==> src/rtl/core/pett_pkg.sv <==
// Package for the periodic event timer table: sizes, codes, command/status types.
// Used by all modules in rtl/core; depends on nothing.
package pett_pkg;

  localparam int unsigned TableSlots = 8;
  localparam int unsigned SlotW      = $clog2(TableSlots);
  localparam int unsigned CntW       = $clog2(TableSlots + 1);
  localparam logic [31:0] AllOnes    = 32'hFFFF_FFFF;

  // input opcodes
  localparam logic [1:0] OpAdd    = 2'd0;
  localparam logic [1:0] OpRemove = 2'd1;
  localparam logic [1:0] OpTick   = 2'd2;

  // result kinds
  localparam logic [1:0] KindFired  = 2'd0;
  localparam logic [1:0] KindAdd    = 2'd1;
  localparam logic [1:0] KindRemove = 2'd2;
  localparam logic [1:0] KindTick   = 2'd3;

  // config register indexes
  localparam logic [0:0] RegMaxDelay  = 1'b0;
  localparam logic [0:0] RegMaxPeriod = 1'b1;

  // controller to datapath
  typedef struct packed {
    logic             load;      // capture input item
    logic             do_add;
    logic             do_remove;
    logic             do_tick;   // advance time, reset scan
    logic             scan_step; // process slot at scan index
    logic             emit_fire; // load output reg with a fired item
    logic             emit_done; // load output reg with final item
  } pett_cmd_t;

  // datapath to controller
  typedef struct packed {
    logic [1:0]       opcode;
    logic             scan_hit;  // slot at scan index is due
    logic             scan_last; // scan index is the final slot
  } pett_sts_t;

endpackage

==> src/rtl/core/pett_datapath.sv <==
// Datapath of the timer table: slot storage, time counter, scan unit, output register.
// Depends on pett_pkg.
module pett_datapath (
  input  logic                  clk_i,
  input  logic                  rst_ni,
  input  logic                  cfg_we_i,
  input  logic [0:0]            cfg_idx_i,
  input  logic [31:0]           cfg_data_i,
  input  logic [1:0]            opcode_i,
  input  logic [31:0]           delay_i,
  input  logic [31:0]           period_i,
  input  logic [7:0]            slot_i,
  input  pett_pkg::pett_cmd_t   cmd_i,
  output pett_pkg::pett_sts_t   sts_o,
  output logic [1:0]            kind_o,
  output logic [2:0]            slot_index_o,
  output logic                  ok_o,
  output logic [31:0]           next_due_o,
  output logic [3:0]            fired_count_o,
  output logic                  last_o
);

  localparam int unsigned N = pett_pkg::TableSlots;
  localparam int unsigned SW = (pett_pkg::SlotW > 0) ? pett_pkg::SlotW : 1;

  logic [31:0] max_delay_q, max_period_q, now_q;
  logic [N-1:0] active_q, oneshot_q;
  logic [31:0] period_q [N];
  logic [31:0] due_q [N];
  logic [1:0]  op_q;
  logic [31:0] delay_q, per_q;
  logic [7:0]  slot_q;
  logic [SW-1:0] idx_q;
  logic [31:0] earliest_q;
  logic [pett_pkg::CntW-1:0] fired_q;

  // config registers
  always_ff @(posedge clk_i or negedge rst_ni) begin
    if (!rst_ni) begin
      max_delay_q  <= pett_pkg::AllOnes;
      max_period_q <= pett_pkg::AllOnes;
    end else if (cfg_we_i) begin
      if (cfg_idx_i == pett_pkg::RegMaxDelay) max_delay_q <= cfg_data_i;
      else max_period_q <= cfg_data_i;
    end
  end

  // first free slot (used == active in this design)
  logic            free_found;
  logic [SW-1:0]   free_idx;
  always_comb begin
    free_found = 1'b0;
    free_idx   = '0;
    for (int i = N - 1; i >= 0; i--) begin
      if (!active_q[i]) begin
        free_found = 1'b1;
        free_idx   = SW'(i);
      end
    end
  end

  logic add_ok;
  logic [31:0] eff_delay;
  assign add_ok = !(delay_q > max_delay_q) && !(per_q > max_period_q) && free_found;
  assign eff_delay = (per_q != '0 && delay_q == '0) ? per_q : delay_q;

  logic rem_ok;
  assign rem_ok = ({24'd0, slot_q} < 32'(N));

  // scan slot view
  logic [31:0] cur_due, new_due;
  logic cur_hit;
  assign cur_due = due_q[idx_q];
  assign cur_hit = active_q[idx_q] && (cur_due <= now_q);
  assign new_due = cur_due + period_q[idx_q];

  logic        keep_act;
  logic [31:0] keep_due;
  always_comb begin
    keep_act = active_q[idx_q];
    keep_due = cur_due;
    if (cur_hit) begin
      keep_act = !oneshot_q[idx_q];
      keep_due = new_due;
    end
  end

  assign sts_o.opcode    = op_q;
  assign sts_o.scan_hit  = cur_hit;
  assign sts_o.scan_last = (32'(idx_q) == 32'(N - 1));

  // table and scan state
  always_ff @(posedge clk_i or negedge rst_ni) begin
    if (!rst_ni) begin
      now_q      <= '0;
      active_q   <= '0;
      oneshot_q  <= '0;
      idx_q      <= '0;
      fired_q    <= '0;
      earliest_q <= pett_pkg::AllOnes;
      op_q       <= '0;
    end else begin
      if (cmd_i.load) op_q <= opcode_i;
      if (cmd_i.do_add && add_ok) begin
        active_q[free_idx]  <= 1'b1;
        oneshot_q[free_idx] <= (per_q == '0);
      end
      if (cmd_i.do_remove && rem_ok) begin
        active_q[slot_q[SW-1:0]]  <= 1'b0;
        oneshot_q[slot_q[SW-1:0]] <= 1'b0;
      end
      if (cmd_i.do_tick) begin
        now_q      <= now_q + 32'd1;
        idx_q      <= '0;
        fired_q    <= '0;
        earliest_q <= pett_pkg::AllOnes;
      end
      if (cmd_i.scan_step) begin
        if (cur_hit) begin
          fired_q <= fired_q + 1'b1;
          if (oneshot_q[idx_q]) begin
            active_q[idx_q]  <= 1'b0;
            oneshot_q[idx_q] <= 1'b0;
          end
        end
        if (keep_act && keep_due < earliest_q) earliest_q <= keep_due;
        if (!sts_o.scan_last) idx_q <= idx_q + 1'b1;
      end
    end
  end

  // payload storage
  always_ff @(posedge clk_i) begin
    if (cmd_i.load) begin
      delay_q <= delay_i;
      per_q   <= period_i;
      slot_q  <= slot_i;
    end
    if (cmd_i.do_add && add_ok) begin
      period_q[free_idx] <= per_q;
      due_q[free_idx]    <= now_q + eff_delay;
    end
    if (cmd_i.scan_step && cur_hit) due_q[idx_q] <= new_due;
  end

  // output register
  always_ff @(posedge clk_i) begin
    if (cmd_i.emit_fire) begin
      kind_o        <= pett_pkg::KindFired;
      slot_index_o  <= 3'(idx_q);
      ok_o          <= 1'b0;
      next_due_o    <= '0;
      fired_count_o <= '0;
      last_o        <= 1'b0;
    end else if (cmd_i.emit_done) begin
      next_due_o    <= '0;
      fired_count_o <= '0;
      slot_index_o  <= '0;
      ok_o          <= 1'b0;
      last_o        <= 1'b1;
      case (op_q)
        pett_pkg::OpAdd: begin
          kind_o       <= pett_pkg::KindAdd;
          ok_o         <= add_ok;
          slot_index_o <= add_ok ? 3'(free_idx) : 3'd0;
        end
        pett_pkg::OpRemove: begin
          kind_o <= pett_pkg::KindRemove;
          ok_o   <= rem_ok;
        end
        default: begin
          kind_o        <= pett_pkg::KindTick;
          next_due_o    <= earliest_q;
          fired_count_o <= 4'(fired_q);
        end
      endcase
    end
  end

endmodule

==> src/rtl/core/pett_ctrl.sv <==
// Controller of the timer table: sequences add, remove and the tick scan.
// Depends on pett_pkg.
module pett_ctrl (
  input  logic                clk_i,
  input  logic                rst_ni,
  input  logic                in_valid_i,
  output logic                in_ready_o,
  output logic                out_valid_o,
  input  logic                out_ready_i,
  input  pett_pkg::pett_sts_t sts_i,
  output pett_pkg::pett_cmd_t cmd_o
);

  localparam logic [2:0] StIdle = 3'd0;
  localparam logic [2:0] StExec = 3'd1;
  localparam logic [2:0] StScan = 3'd2;
  localparam logic [2:0] StDone = 3'd4; // final item waits

  logic [2:0] state_q, state_d;
  logic       ov_q, ov_d;
  logic       out_free;

  assign out_free    = !ov_q || out_ready_i;
  assign in_ready_o  = (state_q == StIdle);
  assign out_valid_o = ov_q;

  always_comb begin
    state_d = state_q;
    ov_d    = ov_q && !out_ready_i;
    cmd_o   = '0;
    case (state_q)
      StIdle: begin
        if (in_valid_i) begin
          cmd_o.load = 1'b1;
          state_d    = StExec;
        end
      end
      StExec: begin
        // wait for output reg free before executing the command
        if (out_free) begin
          case (sts_i.opcode)
            pett_pkg::OpAdd: begin
              cmd_o.emit_done = 1'b1;
              cmd_o.do_add    = 1'b1;
              ov_d            = 1'b1;
              state_d         = StIdle;
            end
            pett_pkg::OpRemove: begin
              cmd_o.emit_done = 1'b1;
              cmd_o.do_remove = 1'b1;
              ov_d            = 1'b1;
              state_d         = StIdle;
            end
            pett_pkg::OpTick: begin
              cmd_o.do_tick = 1'b1;
              state_d       = StScan;
            end
            default: state_d = StIdle;
          endcase
        end
      end
      StScan: begin
        if (sts_i.scan_hit) begin
          if (out_free) begin
            cmd_o.emit_fire = 1'b1;
            cmd_o.scan_step = 1'b1;
            ov_d            = 1'b1;
            state_d         = sts_i.scan_last ? StDone : StScan;
          end
        end else begin
          cmd_o.scan_step = 1'b1;
          state_d         = sts_i.scan_last ? StDone : StScan;
        end
      end
      StDone: begin
        if (out_free) begin
          cmd_o.emit_done = 1'b1;
          ov_d            = 1'b1;
          state_d         = StIdle;
        end
      end
      default: state_d = StIdle;
    endcase
  end

  always_ff @(posedge clk_i or negedge rst_ni) begin
    if (!rst_ni) begin
      state_q <= StIdle;
      ov_q    <= 1'b0;
    end else begin
      state_q <= state_d;
      ov_q    <= ov_d;
    end
  end

endmodule

==> src/rtl/core/periodic_event_timer_table_unit.sv <==
// Top level of the periodic event timer table.
// Depends on pett_pkg, pett_ctrl and pett_datapath.
//
// Usage: s_axis carries commands (add, remove, tick), m_axis carries results,
// cfg_* writes the limit registers (index 0 max_delay, index 1 max_period).
// Add and remove give one result item: the command is captured, then executed
// and its result registered once the output register is free; then the unit idles.
// A tick gives one fired item per due slot in slot order, then a tick-done
// item with tlast set. The tick scan walks the eight slots one per cycle
// while the receiver does not hold back a fired item; the tick-done item
// follows the scan, and the next command is taken once it is registered.
// One item is handled at a time; s_axis_tready is high only when idle.
// The output register holds a result until taken; a stalled receiver
// pauses the scan without losing items.
// Reset clears the time counter, every slot, and sets both limits to
// all ones. Opcode 3 is consumed without result.
module periodic_event_timer_table_unit (
  input  logic        clk_i,
  input  logic        rst_ni,
  input  logic        s_axis_tvalid,
  output logic        s_axis_tready,
  input  logic [79:0] s_axis_tdata,  // delay[31:0], period[63:32], slot[71:64], 0
  input  logic [1:0]  s_axis_tuser,  // opcode
  output logic        m_axis_tvalid,
  input  logic        m_axis_tready,
  output logic [39:0] m_axis_tdata,  // slot_index[2:0], ok[3], next_due[35:4],
                                     // fired_count[39:36]
  output logic [1:0]  m_axis_tuser,  // kind
  output logic        m_axis_tlast,
  input  logic        cfg_valid_i,
  output logic        cfg_ready_o,
  input  logic [0:0]  cfg_index_i,
  input  logic [31:0] cfg_data_i
);

  pett_pkg::pett_cmd_t cmd;
  pett_pkg::pett_sts_t sts;
  logic [2:0]  slot_index;
  logic        ok;
  logic [31:0] next_due;
  logic [3:0]  fired_count;

  assign cfg_ready_o  = 1'b1;
  assign m_axis_tdata = {fired_count, next_due, ok, slot_index};

  pett_ctrl u_ctrl (
    .clk_i       (clk_i),
    .rst_ni      (rst_ni),
    .in_valid_i  (s_axis_tvalid),
    .in_ready_o  (s_axis_tready),
    .out_valid_o (m_axis_tvalid),
    .out_ready_i (m_axis_tready),
    .sts_i       (sts),
    .cmd_o       (cmd)
  );

  pett_datapath u_dp (
    .clk_i         (clk_i),
    .rst_ni        (rst_ni),
    .cfg_we_i      (cfg_valid_i),
    .cfg_idx_i     (cfg_index_i),
    .cfg_data_i    (cfg_data_i),
    .opcode_i      (s_axis_tuser),
    .delay_i       (s_axis_tdata[31:0]),
    .period_i      (s_axis_tdata[63:32]),
    .slot_i        (s_axis_tdata[71:64]),
    .cmd_i         (cmd),
    .sts_o         (sts),
    .kind_o        (m_axis_tuser),
    .slot_index_o  (slot_index),
    .ok_o          (ok),
    .next_due_o    (next_due),
    .fired_count_o (fired_count),
    .last_o        (m_axis_tlast)
  );

endmodule

==> config.mk <==
export PLATFORM = sky130hd
export DESIGN_NAME = periodic_event_timer_table_unit
export DESIGN_NICKNAME = d
export VERILOG_FILES = /design/src/rtl/core/pett_pkg.sv /design/src/rtl/core/pett_datapath.sv /design/src/rtl/core/pett_ctrl.sv /design/src/rtl/core/periodic_event_timer_table_unit.sv
export SDC_FILE = /design/constraint.sdc
export NUM_CORES = 1
export LEC_CHECK = 0
export BUFFER_PORTS_ARGS = -buffer_cell sky130_fd_sc_hd__buf_2
export CAP_MARGIN = 10
export CORE_UTILIZATION = 47
export CTS_BUF_LIST = sky130_fd_sc_hd__clkbuf_4
export DETAILED_ROUTE_END_ITERATION = 8
export MAX_ROUTING_LAYER = met4
export PLACE_DENSITY = 0.62
export SETUP_SLACK_MARGIN = 0.3
export SLEW_MARGIN = 10
export SYNTH_ARGS = -nofsm -noshare
export SYNTH_HDL_FRONTEND = slang
export SYNTH_HIERARCHICAL = 1
export SYNTH_SLANG_ARGS = --single-unit
export TNS_END_PERCENT = 20
==> constraint.sdc <==
create_clock -name clk_i -period 14.7 [get_ports clk_i]
set_input_delay 3.675 -clock clk_i [delete_from_list [all_inputs] [get_ports clk_i]]
set_output_delay 3.675 -clock clk_i [all_outputs]
set_load 0.02 [all_outputs]
==> flow_metrics.py, run 1 <==
metrics = {
    "run": {
        "max-cap-violations": 0,
    },
    "pwr": {
        "ir_worst_vdd_v": 0.0001161,
        "power_per_cell_area_nw_per_um2": 203.3,
        "p_leak_uw": 0.01721,
    },
    "sta": {
        "fmax_mhz": 99.41,
        "fin_crit_sh_pct": 68.43,
        "worst_pin_slew_ps": 1079,
        "hold_viol_final": 0,
        "rsz0062_at_grt": "no",
        "finalSetupViolCount": 0,
        "relSlewSlack_pct": 27.55,
        "finalCriticalPeriod_ps": 10060,
        "fin_ws_ps": 4641,
        "skew_ps": 105.6,
        "slew_violations": 0,
        "tns_ps": 0,
    },
    "clock_tree": {
        "clk_latency_ps": 1100,
        "path_clk_slew_ps": 70,
        "h-tree-depth": 4,
        "clock_sinks": 784,
        "cts_root_buf": "clkbuf_4",
        "post_cts_buffers": 0,
        "hold_buffers": 0,
        "ctsResizeCount": 0,
        "cts_buffers": 206,
        "cts_tree": "yes",
        "clock_path_buffers": 3,
    },
    "routing": {
        "drt_iter0_drc": 2807,
        "final_antenna_net_count": 0,
        "post-route-drc-count": 0,
        "wire_per_inst_um": 24.84,
        "vias": 29337,
        "routed_wl_um": 120400,
        "via_per_inst": 6.050,
        "dr.pass1.iters": 6,
    },
    "logic_synthesis": {
        "seq_area_frac_synth_pct": 57.41,
        "synth_top_flop_cell": "edfxtp_1",
        "ys_warn_count": 6,
        "synthDistinctLibCells": 92,
        "synthArstFlopShare_pct": 20.03,
        "synth_seq_cells": 784,
        "syn-instance-count": 3352,
        "syn_area_um2": 39150,
        "synth-edff-count": 587,
        "avgSynthCellArea_um2": 11.68,
        "synthesis.nets": 3667,
    },
    "layout": {
        "n_fill_cell": 7187,
        "final_layout_size_suffix_gt1_share_pct": 21.36,
        "synthToLayoutAreaGrowth_pct": 11.84,
        "utilization_pct": 53.24,
        "fin_nets": 3909,
    },
    "global_routing": {
        "grt_pass1_wl_um": 178300,
        "grt_pass1_vias": 29033,
        "grt_max_degree": 65,
        "overflow": 0,
        "track_usage_pct": 29.12,
        "antenna_found_initial": 4,
    },
    "worst_setup_path": {
        "slowest_delay_ps": 860,
        "critical_path_arrival_ps": 11010,
        "worstSetupPathType": "reg -> reg",
        "crit_top_cell": "buf_4",
        "reg2reg_depth": 28,
        "r2r_start": "u_dp/idx_q[0]",
        "reg2reg_to": "u_dp/earliest_q[28]",
        "crit_fanout": 60,
        "crit_path_start_kind": "flop",
        "crit_path_top_delay_cell": "dfrtp_1",
        "cp-end-kind": "flop",
        "r2r_slack_ps": 4640,
        "worst-endpoint-required_ps": 15650,
    },
    "placed_design": {
        "pre_cts_ws_ps": 4606,
        "dp_hpwl_um": 79630,
        "gp_congestion": 0.9113,
        "io_buffers": 156,
    },
    "die": {
        "rows": 105,
        "die_h_um": 290.6,
        "start_util_pct": 47.60,
        "die-area_um2": 84450,
        "num_io_pins": 166,
        "core_area_um2": 82240,
        "die_w_um": 290.6,
    },
    "min_path": {
        "holdPathEnd": "u_dp/next_due_o[8]",
        "hp-start": "u_dp/next_due_o[8]",
        "hold-path-cell-count": 1,
        "hold_class": "reg -> reg",
    },
    "outcome": {
        "status": "finished clean",
    },
}
routing by layer:
layer | share of wire [%] | up-vias | track usage [%]
li1 | - | 13313 | -
met1 | 41 | 14359 | 37.51
met2 | 47 | 1442 | 45.76
met3 | 8.8 | 223 | 5.843
met4 | 2.6 | 0 | 10.31
met5 | 0 | - | -
report_power, final:
part           internal [uW]  switching (uW)
clock network            979             929
registers               2800             213
logic                   1290            2690
cells in the final DEF, fill, tap and decap left out, drive strengths merged, types with 18 or more instances in the layout:
cell,instances
a22oi,228
nor2,124
a21o,86
inv,194
mux2,71
a22o,46
nand2,342
a211oi,24
xnor2,62
o21ai,292
clkbuf,299
ha,193
o21a,19
dfxtp,40
nor3,34
and3,30
xor2,25
buf,208
dfrtp,61
or2,36
nor4,40
nand4,81
clkinv,75
nand2b,18
and4,20
a21oi,140
nor2b,23
nand3,48
dfstp,96
edfxtp,587
mux2i,54
state kept, by name, indices dropped and copies added, names as in the netlist:
register and count:
u_dp/last_o 1, u_dp/slot_q 8, u_dp/max_period_q 32, u_ctrl/out_valid_o 1, u_dp/ok_o 1, u_dp/op_q 2
u_dp/due_q 256, u_dp/earliest_q 32, u_ctrl/state_q 3, u_dp/kind_o 2, u_dp/slot_index_o 3, u_dp/active_q 8
u_dp/now_q 32, u_dp/oneshot_q 8, u_dp/per_q 32, u_dp/period_q 256, u_dp/idx_q 3, u_dp/fired_q 4
u_dp/max_delay_q 32, u_dp/next_due_o 32, u_dp/delay_q 32, u_dp/fired_count_o 4
worst max-delay path, delay by kind of cell, from the launching register on:
family	cells	cell delay [ps]
buffers and inverters	6	2170
multiplexers	1	340
flip-flops	1	860
AO/OA/AOI/OAI	9	2420
AND/OR/NAND/NOR	10	3420
adder cells (fa/ha/maj)	2	650
worst max-delay path by stage:
| stage | start | slack, ps | to |
|---|---|---|---|
| 6_report | u_dp/idx_q[0] | 4640 | u_dp/earliest_q[28] |
| 3_3_place_gp | u_dp/idx_q[0] | 4720 | u_dp/earliest_q[29] |
| 2_1_floorplan | m_axis_tready | 5400 | u_dp/due_q[4][0] |
| 3_5_place_dp | u_dp/idx_q[0] | 4610 | u_dp/earliest_q[28] |
| 4_1_cts | u_dp/idx_q[0] | 4530 | u_dp/earliest_q[28] |
| 5_1_grt | u_dp/idx_q[0] | 4190 | u_dp/earliest_q[25] |
cell type report:
cell class / count / area, um2 / share of cell area [%]
diodes: 6 / 15.01 / 0.03429
clock buffers: 299 / 2245 / 5.127
clock inverters: 88 / 449.2 / 1.026
inverters: 187 / 701.9 / 1.603
multi-input cells: 2207 / 15380 / 35.13
flip-flops and latches: 784 / 22480 / 51.34
well taps: 1070 / 1339 / 3.058
repair buffers: 208 / 1177 / 2.689
per-stage QoR:
stage          instances  cell area [um2]  power, uW  hold slack (ps)
4_1_cts             4843            43770       8894            476.5
3_3_place_gp        4456            41070       6845            454.7
3_5_place_dp        4456            41070       6963            462.2
5_1_grt             4846            43780       9454            488.0
2_1_floorplan       3352            39150       5637            446.1
6_report            4849            43780       8900            468.9
synthesized netlist by cell type, drive strengths merged (20+ instances only):
cell type / n / area, um2
a211oi: 24 / 200.2
a21o: 86 / 645.6
a21oi: 140 / 704.4
a22o: 46 / 402.9
a22oi: 228 / 1712
and3: 30 / 187.7
and4: 20 / 175.2
buf: 66 / 359.1
clkbuf: 108 / 405.4
dfrtp: 61 / 1526
dfstp: 96 / 2522
dfxtp: 40 / 800.8
edfxtp: 587 / 17630
ha: 193 / 2415
inv: 187 / 701.9
mux2: 71 / 900.9
mux2i: 54 / 540.5
nand2: 342 / 1284
nand3: 48 / 280.3
nand4: 81 / 506.7
nor2: 124 / 465.5
nor2b: 23 / 143.9
nor3: 34 / 170.2
nor4: 40 / 269.0
o21ai: 292 / 1461
or2: 36 / 225.2
xnor2: 62 / 558.0
xor2: 25 / 219.0
logic make-up after synthesis:
group                      after synthesis  synth area share [%]
and+or+nand+nor                        848                 10.73
AOI/OAI and AO/OA                      950                 16.10
other                                    1              0.009579
buffers and inverters                  361                 3.746
adders and majority gates              195                 6.271
DFF                                    784                 57.41
xor gates and xnor gates                87                 1.985
muxes                                  126                 3.739
Note: power is estimated with default switching activity, not from simulation.
==> inputs of run 2 (changes only) <==
==> constraint.sdc (replaced) <==
create_clock -name clk_i -period 9.88 [get_ports clk_i]
set_input_delay 2.47 -clock clk_i [delete_from_list [all_inputs] [get_ports clk_i]]
set_output_delay 2.47 -clock clk_i [all_outputs]
set_load 0.02 [all_outputs]
==> flow_metrics.py, run 2 (same netlist as run 1, synthesis figures left out) <==
metrics = {
    "layout": {
        "final_cell_mix": "edfxtp_1, nand2_1, clkbuf_4",
        "synthToLayoutAreaGrowth_pct": 12.97,
        "n_fill_cell": 7071,
        "largest_registers": "u_dp/due_q: 256 flops, u_dp/period_q: 256 flops",
        "finalInstanceArea_um2": 44220,
        "fin_nets": 3953,
        "final_layout_size_suffix_gt1_share_pct": 22.50,
        "multi_input_area_um2": 15380,
        "final-seq-area_um2": 22480,
        "layout_commonest_cell": "edfxtp_1",
    },
    "die": {
        "rows": 105,
        "num_io_pins": 166,
        "core_area_um2": 82240,
        "die_w_um": 290.6,
        "die-area_um2": 84450,
        "die_h_um": 290.6,
        "start_util_pct": 47.60,
    },
    "clock_tree": {
        "cts_tree": "yes",
        "ctsResizeCount": 0,
        "cts_root_buf": "clkbuf_4",
        "path_clk_slew_ps": 60,
        "hold_buffers": 0,
        "post_cts_buffers": 0,
        "clk_latency_ps": 1120,
        "clock_path_buffers": 3,
        "cts_buffers": 205,
        "clock_sinks": 784,
        "h-tree-depth": 4,
    },
    "sta": {
        "finalCriticalPeriod_ps": 8474,
        "slew_violations": 0,
        "fmax_mhz": 118.0,
        "fin_crit_sh_pct": 85.77,
        "tns_ps": 0,
        "rsz0062_at_grt": "no",
        "hold_viol_final": 0,
        "finalSetupViolCount": 0,
        "skew_ps": 95.28,
        "worst_pin_slew_ps": 1152,
        "relSlewSlack_pct": 22.63,
    },
    "global_routing": {
        "grt_pass1_wl_um": 180900,
        "antenna_found_initial": 3,
        "overflow": 0,
        "track_usage_pct": 29.46,
        "grt_pass1_vias": 29339,
        "grt_max_degree": 64,
    },
    "pwr": {
        "clock_power_share_pct": 21.1,
        "intPower_uw": 7762,
        "p_leak_uw": 0.01746,
        "ir_worst_vdd_v": 0.0001817,
        "netSwitchingFraction_pct": 42.73,
        "sequentialPowerShare_pct": 32.9,
        "p_comb_share_pct": 45.9,
        "power.net_switching_uw": 5791,
        "power_per_cell_area_nw_per_um2": 306.5,
    },
    "worst_setup_path": {
        "reg2reg_depth": 25,
        "crit_fanout": 37,
        "crit_path_start_kind": "flop",
        "reg2reg_to": "u_dp/earliest_q[22]",
        "crit_top_cell": "buf_4",
        "slowest_delay_ps": 920,
        "worst-endpoint-required_ps": 10870,
        "cp_top_family": "compound AO/OA/AOI/OAI gates",
        "r2r_slack_ps": 1410,
        "worstSetupPathType": "reg -> reg",
        "cp-end-kind": "flop",
        "critical_path_arrival_ps": 9460,
        "crit_buf_inv": 5,
        "crit_path_top_delay_cell": "dfrtp_1",
        "r2r_start": "u_dp/idx_q[1]",
    },
    "outcome": {
        "status": "finished clean",
    },
    "min_path": {
        "hold_class": "reg -> reg",
        "hold-path-cell-count": 1,
        "hp-start": "u_dp/next_due_o[14]",
        "holdPathEnd": "u_dp/next_due_o[14]",
    },
    "routing": {
        "post-route-drc-count": 0,
        "final_antenna_net_count": 0,
        "vias": 29720,
        "dr.pass1.iters": 6,
        "wire_per_inst_um": 24.88,
        "drt_iter0_drc": 3016,
        "via_per_inst": 6.085,
        "routed_wl_um": 121500,
    },
    "run": {
        "max-cap-violations": 0,
    },
    "placed_design": {
        "dpl_cell_area_um2": 41520,
        "dp_hpwl_um": 81690,
        "gp_congestion": 0.9193,
        "io_buffers": 156,
    },
}
==> run 2: changes by cell type in the layout (fill, tap and decap cells not counted), moves of 3 or more <==
cell        previous run  this run
clkinv_1              62        44
buf_12                 0         9
clkinv_2              11         6
clkinvlp_4             4         1
clkinv_4               2         5
clkbuf_4             299       313
diode_2                6         9
buf_4                 52        88
==> run 2: layout make-up <==
class / instances / share of cell area, %
clock buffers: 313 / 5.313
flip-flops and latches: 784 / 50.82
multi-input cells: 2207 / 34.78
well taps: 1070 / 3.027
diodes: 9 / 0.05093
clock inverters: 61 / 0.7412
repair buffers: 253 / 3.681
inverters: 187 / 1.587
==> run 2: metal layers <==
metal	wire, um	global-route usage, %	vias up
li1	-	-	13356
met1	48770	37.81	14519
met2	57100	46.58	1591
met3	11770	5.353	254
met4	3862	11.05	0
met5	0	-	-
==> run 2: per-stage QoR <==
stage	utilization, %	worst slack, ps	std cells	hold WS, ps	total power, uW
finish	53.77	1406	4884	471.7	13550
global route	53.77	1022	4884	487.6	14320
CTS	53.75	1584	4875	477.2	13480
detailed placement	50.49	1599	4501	463.2	10590
global placement	50.49	1567	4501	451.0	10410
floorplan	-	1783	3352	446.1	8387
==> run 2: power groups by stage <==
stage | combinational (uW) | sequential [uW] | clock [uW]
finish | 6220 | 4460 | 2870
global route | 6720 | 4500 | 3090
CTS | 6080 | 4460 | 2930
detailed placement | 6060 | 4530 | 0
global placement | 5900 | 4510 | 0
floorplan | 3910 | 4480 | 0
==> run 2: worst max path at each step <==
stage	end	startpoint	depth (start not counted)	slack (ps)
after floorplan	u_dp/due_q[4][0]	m_axis_tready	6	1780
after global placement	u_dp/earliest_q[25]	u_dp/idx_q[1]	28	1570
after detailed placement	u_dp/earliest_q[22]	u_dp/idx_q[1]	28	1600
after CTS	u_dp/earliest_q[22]	u_dp/idx_q[1]	28	1580
after global routing	u_dp/earliest_q[27]	u_dp/idx_q[1]	28	1020
final	u_dp/earliest_q[22]	u_dp/idx_q[1]	25	1410
